$ cat src/rtl/core/tra_div_cell.sv
// One restoring division cell: decides one quotient bit.
module tra_div_cell #(
  parameter int PW           = 128,
  parameter int NW           = 162,
  parameter int QW           = 16,
  parameter int IN_FRAC_BITS = 12,
  parameter int K            = 0
) (
  input  logic          clk,
  input  logic          en,
  input  logic [NW-1:0] rem_i,
  input  logic [PW-1:0] q_i,
  input  logic [QW-1:0] quo_i,
  input  logic          neg_i,
  input  logic          clamp_i,
  output logic [NW-1:0] rem_o,
  output logic [PW-1:0] q_o,
  output logic [QW-1:0] quo_o,
  output logic          neg_o,
  output logic          clamp_o
);
  logic [NW-1:0] t;
  logic          ge;

  assign t  = NW'(q_i) << (IN_FRAC_BITS + 1 + K);
  assign ge = rem_i >= t;

  always_ff @(posedge clk) begin
    if (en) begin
      rem_o   <= ge ? rem_i - t : rem_i;
      quo_o   <= quo_i | (QW'(ge) << K);
      q_o     <= q_i;
      neg_o   <= neg_i;
      clamp_o <= clamp_i;
    end
  end

endmodule

$ cat config.mk
export PLATFORM = sky130hd
export DESIGN_NAME = tra_div_cell
export DESIGN_NICKNAME = d
export VERILOG_FILES = /design/src/rtl/core/tra_div_cell.sv
export SDC_FILE = /design/constraint.sdc
export NUM_CORES = 1
export LEC_CHECK = 0
export ABC_AREA = 1
export BUFFER_PORTS_ARGS = -buffer_cell sky130_fd_sc_hd__buf_2
export CAP_MARGIN = 20
export CORE_ASPECT_RATIO = 1.5
export CORE_MARGIN = 2
export CORE_UTILIZATION = 39
export DETAILED_ROUTE_END_ITERATION = 6
export GPL_TIMING_DRIVEN = 0
export SLEW_MARGIN = 10
export SYNTH_ARGS = -nofsm -noshare
export SYNTH_HDL_FRONTEND = slang
export SYNTH_SLANG_ARGS = --single-unit
$ cat constraint.sdc
create_clock -name clk -period 3.2 [get_ports clk]
set_input_delay 0.16 -clock clk [delete_from_list [all_inputs] [get_ports clk]]
set_output_delay 0.16 -clock clk [all_outputs]
set_load 0.05 [all_outputs]
==> metrics.md <==
| Metric | Value |
|---|---|
| Status | finished, violations left |
| Failing checks | negative setup slack |
| Pin count of the biggest net entering global routing | 115 |
| YS warnings | 0 |
| Crit-path max FO | 5 |
| Mapped Cells | 4472 |
| Most frequent cells in the layout | nand2_1, inv_1, buf_2 |
| Via/cell ratio | 4.86 |
| F_max | 0.311 GHz |
| Final hold vios | 0 |
| Fin worst setup slack | -0.0198 ns |
| Gate power share | about two fifths |
| CTS tree | done |
| Post-Route Setup TNS | -0.0198 ns |
| Vias in the first global route | 30300 |
| Total power | 14.8 mW |
| Mapped Area | 27400 sq um |
| Slew margin rel. | 27.8% |
| Synth unique cells | 33 |
| Part of the Yosys area used for sequential elements | 33.8% |
| GRT overflow | 0 |
| Max-Cap Viols | 0 |
| Cell Pwr Density | 414 nW/um^2 |
| DRT antenna net count | 0 |
| Switching power | 6.22 mW |
| Worst vdd ir | 0.000558 V |
| Critical path capture point type | flop |
| Dpl cells | 5999 |
| I/O Buffers | 617 |
| Die height | 329 um |
| RSZ-0062 raised after global routing | no |
| Rows | around 120 |
| DRC viols | 0 |
| Placer Congestion | 1.05 |
| Root Driver | clkbuf_16 |
| FILL cells | ~7400 |
| Worst hold slack | 0.0354 ns |
| Final Slew Violations | 0 |
| Tot GR Track Use | 38.4% |
| Vias | 30800 |
| Setup CP Type | input pin to flop |
| Layout cell share with drive strength beyond 1 | 14.7% |
| Post-route insts no fill | 6348 |
| Data arrival, critical path | 3.58 ns |
| Sequential power share | between 30% and 40% |
| H-Tree Depth | 1 |
| Main synth FF type | edfxtp_1 |
| Global-route wire length before repair | 197000 um |
| Post-synth ARST share | 0% |
| Startpoint types | input pin |
| Hold Path Class | input pin to flop |
| Synthesized net count | 4911 |
| Switch share | between 40 and 50% |
| Fin nets | a little under 6000 |
| P_leak | a little over 20 nW |
| Area Overhead vs Synth | 30.4% |
| Die area | 72400 sq um |
| Worst-Margin Slew | ~1.1 ns |
| Starting Density | 39.2% |
| Hpwl dp | roughly 120000 um |
| Die width | 220 um |
| Final worst path period need | 3.22 ns |
| Crit path required time | roughly 3.6 ns |
| Clock share of power | 23.9% |
| FF+latch count, synth | between 300 and 400 |
| Reg clk slew, reported paths | approximately 0.06 ns |
| Max clock buf depth | 3 |
| Initial antenna violation count | 3 |
| Inserted Clock Buffers | 29 |
| Core area | 69800 sq um |
| EDFF count, synth | 308 |
| Syn_area_per_cell | roughly 6.1 sq um |
| DRT Pass-1 Iters | 6 |
| CTS sink count | 308 |
| Per-cell routed wire length | 22.4 um |
| Post CTS Setup Buffer Count | 0 |
| Place WS | -0.986 ns |
| Cell Int Power | between 8 and 9 mW |
| Ports | 618 |
| DRT Wirelength | 142000 um |
| Commonest non-fill, non-tap cell in the layout | nand2_1 |
| Tcrit/Tclk final | 101% |
| Finish-stage setup viols | 1 |
| Iter 0 DRT Violations | 1959 |
[synth_stat cells, types with 8 or more instances]
cell	instances	area, sq um
nand2_1	2022	7590
inv_1	1027	3850
nor2_1	367	1380
edfxtp_1	308	9250
nand3_1	183	916
ha_1	128	1600
a21oi_1	111	556
xor2_1	76	666
nand4_1	45	282
nor2_2	34	213
inv_2	31	116
nor3_1	28	140
nand3b_1	24	180
buf_2	13	65.1
o21ai_0	12	60.1
a21oi_2	10	87.6
nor4_1	9	56.3
buf_4	8	60.1
[path summary, 6_finish.rpt]
kind	start	end	slack, ns	cells past startpoint
max	rem_i[13]	rem_o[129]	-0.02	18
min	rem_i[149]	rem_o[149]	0.04	3
[flip-flops by register name, summed over array words and instances (netlist names)]
register	flops
quo_o	16
clamp_o	1
neg_o	1
q_o	128
rem_o	162
[cell families (layout without fill, tap and decap cells)]
kind of cell               count (synthesis)  after routing  synth area share (%)
AOI/OAI and AO/OA                        142            142                  2.81
buffers and inverters                   1088           2055                  15.3
adders and majority gates                129            129                  5.92
DFF                                      308            308                  33.8
other                                      0              2                     0
xor gates and xnor gates                  77             77                  2.46
and+or+nand+nor                         2728           2728                  39.8
[critical path, cell delays in order]
cell and delay (ns):
buf_2 0.08, inv_1 0.04, ha_1 0.24, fa_1 0.43, inv_1 0.17, nand3_1 0.09
nand3_1 0.29, nand3_1 0.12, nand3_1 0.30, nand2_1 0.10, nand2_1 0.43, nand2_1 0.14
nand2_2 0.32, nand2_1 0.33, nand2_1 0.13, nand2_1 0.05, nand3_1 0.08, nand2_1 0.07
[repair_timing]
| action | 4_1_cts | 5_1_grt |
|---|---|---|
| hold endpoints to repair | 297 | 0 |
| gates resized for setup | 7 | 26 |
| endpoints found under the setup margin | 37 | 102 |
| hold buffers | 297 | 0 |
[per-stage QoR]
step	utilization, %	area (sq um)
final	51.1	35700
after global routing	51.1	35700
after CTS	51.0	35600
after detailed placement	45.4	31700
after global placement	45.3	31600
after floorplan	-	27400
[power by group through the flow]
stage / sequential [mW] / clock (mW) / combinational, mW
after floorplan: 6.82 / 0 / 2.15
after global placement: 5.23 / 0 / 5.74
after detailed placement: 5.20 / 0 / 5.76
after CTS: 5.12 / 3.61 / 6.07
after global routing: 5.16 / 3.72 / 6.53
final: 5.12 / 3.54 / 6.13
[area by class of cell]
cell class	instances	area [sq um]	share of cell area (%)
Antenna cell	2	5.00	0.0140
Buffer	29	223	0.624
Clock buffer	31	733	2.05
Clock inverter	19	203	0.568
Inverter	1059	3980	11.2
Multi-Input combinational cell	3076	14000	39.3
Sequential cell	308	9250	25.9
Tap cell	907	1130	3.18
Timing Repair Buffer	917	6140	17.2
[metal layers]
layer / vias to the layer above / track usage (%) / wire length (um)
met2: 1047 / 70.5 / 72200
met1: 14200 / 41.0 / 52200
met3: 277 / 3.71 / 6360
met5: - / 0 / 37
li1: 15300 / - / -
met4: 4 / 26.0 / 11600
Note: power is estimated with default switching activity, not from simulation.
