## src/rtl/core/tra_pkg.sv

```systemverilog
// Shared constants and width helpers for the rational tanh pipeline.
package tra_pkg;

  // Input sample and result word widths.
  localparam int XW     = 16;
  // Magnitude of the sample and its square.
  localparam int MAG_W  = 16;
  localparam int SQ_W   = 32;
  // Width of the clamp comparison (covers 4 << IN_FRAC_BITS up to 16 fraction bits).
  localparam int LIM_W  = 20;

  // Numerator polynomial coefficients.
  localparam int unsigned C_P0 = 135135;
  localparam int unsigned C_P1 = 17325;
  localparam int unsigned C_P2 = 378;
  // Denominator polynomial coefficients.
  localparam int unsigned C_Q0 = 135135;
  localparam int unsigned C_Q1 = 62370;
  localparam int unsigned C_Q2 = 3150;
  localparam int unsigned C_Q3 = 28;
  // Clamp threshold in whole units.
  localparam int unsigned C_LIM = 4;

  // Width of the scaled polynomials, rounded up to whole 32-bit chunks.
  function automatic int poly_width(int f);
    int ds;
    int w;
    ds = 2 * f;
    w  = 101;
    if (76 + ds > w) w = 76 + ds;
    if (48 + 2 * ds > w) w = 48 + 2 * ds;
    if (18 + 3 * ds > w) w = 18 + 3 * ds;
    w = w + 2;
    return ((w + 31) / 32) * 32;
  endfunction

endpackage

```

## src/rtl/core/tra_mac_cell.sv

```systemverilog
// One cell of the numerator product chain: adds one 32-bit chunk of mag * P.
module tra_mac_cell #(
  parameter int PW            = 128,
  parameter int NW            = 162,
  parameter int J             = 0,
  parameter int OUT_FRAC_BITS = 14
) (
  input  logic                      clk,
  input  logic                      en,
  input  logic [tra_pkg::MAG_W-1:0] mag_i,
  input  logic [PW-1:0]             p_i,
  input  logic [PW-1:0]             q_i,
  input  logic [NW-1:0]             acc_i,
  input  logic                      neg_i,
  input  logic                      clamp_i,
  output logic [tra_pkg::MAG_W-1:0] mag_o,
  output logic [PW-1:0]             p_o,
  output logic [PW-1:0]             q_o,
  output logic [NW-1:0]             acc_o,
  output logic                      neg_o,
  output logic                      clamp_o
);
  import tra_pkg::*;

  localparam int PPW = MAG_W + 32;

  logic [PPW-1:0] pp;

  assign pp = PPW'(mag_i) * PPW'(p_i[32*J +: 32]);

  always_ff @(posedge clk) begin
    if (en) begin
      mag_o   <= mag_i;
      p_o     <= p_i;
      q_o     <= q_i;
      neg_o   <= neg_i;
      clamp_o <= clamp_i;
      acc_o   <= acc_i + (NW'(pp) << (32 * J + OUT_FRAC_BITS + 1));
    end
  end

endmodule

```

## config.mk

```make
export PLATFORM = sky130hd
export DESIGN_NAME = tra_mac_cell
export DESIGN_NICKNAME = d
export VERILOG_FILES = /design/src/rtl/core/tra_pkg.sv /design/src/rtl/core/tra_mac_cell.sv
export SDC_FILE = /design/constraint.sdc
export NUM_CORES = 2
export LEC_CHECK = 0
export BUFFER_PORTS_ARGS = -buffer_cell sky130_fd_sc_hd__buf_2
export CORE_UTILIZATION = 30
export CTS_CLUSTER_SIZE = 25
export DETAILED_ROUTE_END_ITERATION = 16
export PLACE_DENSITY = 0.55
export SYNTH_ARGS = -nofsm -noshare
export SYNTH_HDL_FRONTEND = slang
export SYNTH_SLANG_ARGS = --single-unit
```

## constraint.sdc

```tcl
create_clock -name clk -period 12.4 [get_ports clk]
set_clock_uncertainty 0.1 [all_clocks]
set_input_delay 1.86 -clock clk [delete_from_list [all_inputs] [get_ports clk]]
set_output_delay 1.86 -clock clk [all_outputs]
set_load 0.1 [all_outputs]
```

==> impl_results.md <==
* Vias at 27220
* Area of the multi-input gates at roughly 19000 um^2
* Crit path capture type: flop
* Sequential area share after synthesis at 0.3746
* Die Wd at about 340 um
* CTS tree: built
* Register clock-pin slew on the reported worst setup and hold paths at 0.06 ns
* GRT overflow at 0
* # setup viols final at 0
* Syn_nets at about 4200
* Setup bufs post-CTS at 0
* Ys flop type: edfxtp_1
* Period Utilization, post-route at 0.8891
* CTS sink count at around 440
* GPL Wtd Cong at between 0.9 and 1
* Post-CTS sizing at 0
* Fmax at 90.70 MHz
* Num rows at ~120
* Initial antenna violation count at 26
* TritonRoute pass-1 iters at 5
* Die Y-Extent at 343.3 um
* Unrepaired setup endpoints after global routing: false
* CTS H-Tree Depth at 2
* Estimated wirelength of the detail-placed design at just over 100000 um
* First DRT Iteration DRCs at about 1800
* Slew @ Worst Pin at 1.078 ns
* Clock Tree Root: clkbuf_16
* Fill cells at 11610
* TritonCTS buffer count at 54
* Worst path most repeated cell: fa_1
* Largest net degree at the start of global routing at 123
* Total GRT Usage at 0.2121
* Ys Warns at 0
* Max_cap viols at 0
* Clk buf depth at 3
* Library cells used by synthesis at a little over 70
* Wirelength per Cell at 22.69 um
* Mapped Cells at around 3200
* Arrival time worst endpoint at ~11 ns
* Status: finished, final reports clean
* Slowest CP cell: o2111ai_1
* Post-CTS Hold Fix Bufs at 0
* CP Launch Type: input pin
* HP Class: input pin to flop
* Cell area after synthesis at 34950 um^2
* CORE AREA at approximately 110000 um^2
* Fin. max-slew vios at 0
* Synth Register Bits at 436
* Nets at between 5000 and 6000
* Initial Util at 0.3040
* # IOs at approximately 900
* Via-to-Cell Ratio at ~4.9
* Share of cells above drive strength 1 at 0.2473
* Wire length of the first global-routing pass at ~190000 um
* Avg Inst Size Synth at between 10 and 15 um^2
* ANT nets after route at 0
* Normalized max-slew margin at 0.2759
* Setup TNS Final at 0 ns
* Crit-path max FO at 33
* Max incr delay on CP at ~0.83 ns
* Die ar. at ~120000 um^2
* Final min period at approximately 11 ns
* Number of enable flip-flop cells after synthesis at ~440
* Area Growth Syn to Fin at 22.17%
* Setup CP Type: input pin to flop
* Sequential Area at roughly 13000 um^2
* Ys async rst share at 0
* DRC at 0
* Hold Vio Cnt, Final at 0
* Port Buf Inserts at 873
* Routed WL at roughly 130000 um
* Worst Hold Depth at 1
* Worst EP required at between 10 and 15 ns
* Vias in the first global route at around 28000
## layout make-up
cell class | count | share of cell area
Multi-Input combinational cell | 2156 | 0.4564
Sequential cell | 436 | 0.3066
Timing Repair Buffer | 899 | 0.1077
Tap cell | 1512 | 0.04431
Inverter | 495 | 0.04352
Clock buffer | 64 | 0.03302
Clock inverter | 34 | 0.008088
Antenna cell | 5 | 0.0002930
## worst max-delay path, delay by kind of cell
family	cells	cell delay, ns
AND/OR/NAND/NOR	7	1.39
XOR/XNOR	2	0.41
buffers and inverters	5	0.84
adder cells (fa/ha/maj)	8	3.68
AO/OA/AOI/OAI	9	3.05
## logic make-up (layout without fill, tap and decap cells)
kind of cell,after synthesis,after routing,synth area share
DFF,436,436,0.3746
xor gates and xnor gates,187,187,0.04686
and+or+nand+nor,1065,1065,0.1487
other,0,5,0
adders and majority gates,589,589,0.3009
buffers and inverters,621,1492,0.06780
AOI/OAI and AO/OA,315,315,0.06122
## synthesized netlist by cell type, types with 6 or more instances
cell type,number,share of area
a211oi_1,6,0.0013
a21o_1,45,0.0097
a21oi_1,106,0.015
a31oi_1,11,0.0020
and2_1,185,0.033
and3_1,30,0.0054
and4_1,9,0.0023
buf_2,19,0.0027
clkbuf_1,102,0.011
edfxtp_1,436,0.37
fa_1,419,0.24
ha_1,170,0.061
inv_1,495,0.053
nand2_1,456,0.049
nand3_1,82,0.012
nand4_1,64,0.011
nor2_1,111,0.012
nor2b_1,17,0.0030
nor3_1,41,0.0059
nor4_1,23,0.0041
o211ai_1,12,0.0026
o21a_1,12,0.0026
o21ai_0,45,0.0064
o21bai_1,16,0.0034
or2_2,10,0.0018
or3_1,7,0.0013
or4_1,6,0.0013
xnor2_1,121,0.030
xor2_1,66,0.017
## placed cells by master, fill, tap and decap left out, types with 66 or more instances in the layout
master,Yosys,final
buf_2,19,872
inv_1,495,495
nand2_1,456,456
edfxtp_1,436,436
fa_1,419,419
and2_1,185,185
ha_1,170,170
xnor2_1,121,121
nor2_1,111,111
a21oi_1,106,106
nand3_1,82,82
xor2_1,66,66
## layer usage
| metal | wire [um] | global-route usage |
|---|---|---|
| met1 | 53390 | 0.2822 |
| met2 | 61170 | 0.3488 |
| met3 | 9333 | 0.04697 |
| met4 | 3156 | 0.05361 |
| met5 | 47 | 0 |
## registers in the layout, summed over array words and instances, names as in the netlist
register	flops
acc_o	162
neg_o	1
mag_o	16
clamp_o	1
p_o	128
q_o	128
## worst paths after layout
kind / startpoint / end / slack (ns)
max: mag_i[6] / acc_o[139] / 1.38
min: p_i[106] / p_o[106] / 1.26
## metrics by stage
stage                     setup slack, ns  hold WS, ns    util  std cells  instance area [um^2]
after floorplan                     2.104        1.859       -       3213                 34950
after global placement             0.8892        1.936  0.3560       5498                 40930
after detailed placement           0.7551        1.938  0.3560       5498                 40930
after CTS                           1.434        1.189  0.3713       5596                 42690
after global routing               0.8655        1.215  0.3714       5599                 42690
final                               1.375        1.260  0.3714       5601                 42700
Power is left out: the tool's default activity adds up to more than one toggle a clock period on the data nets, which glitch-free logic cannot reach.
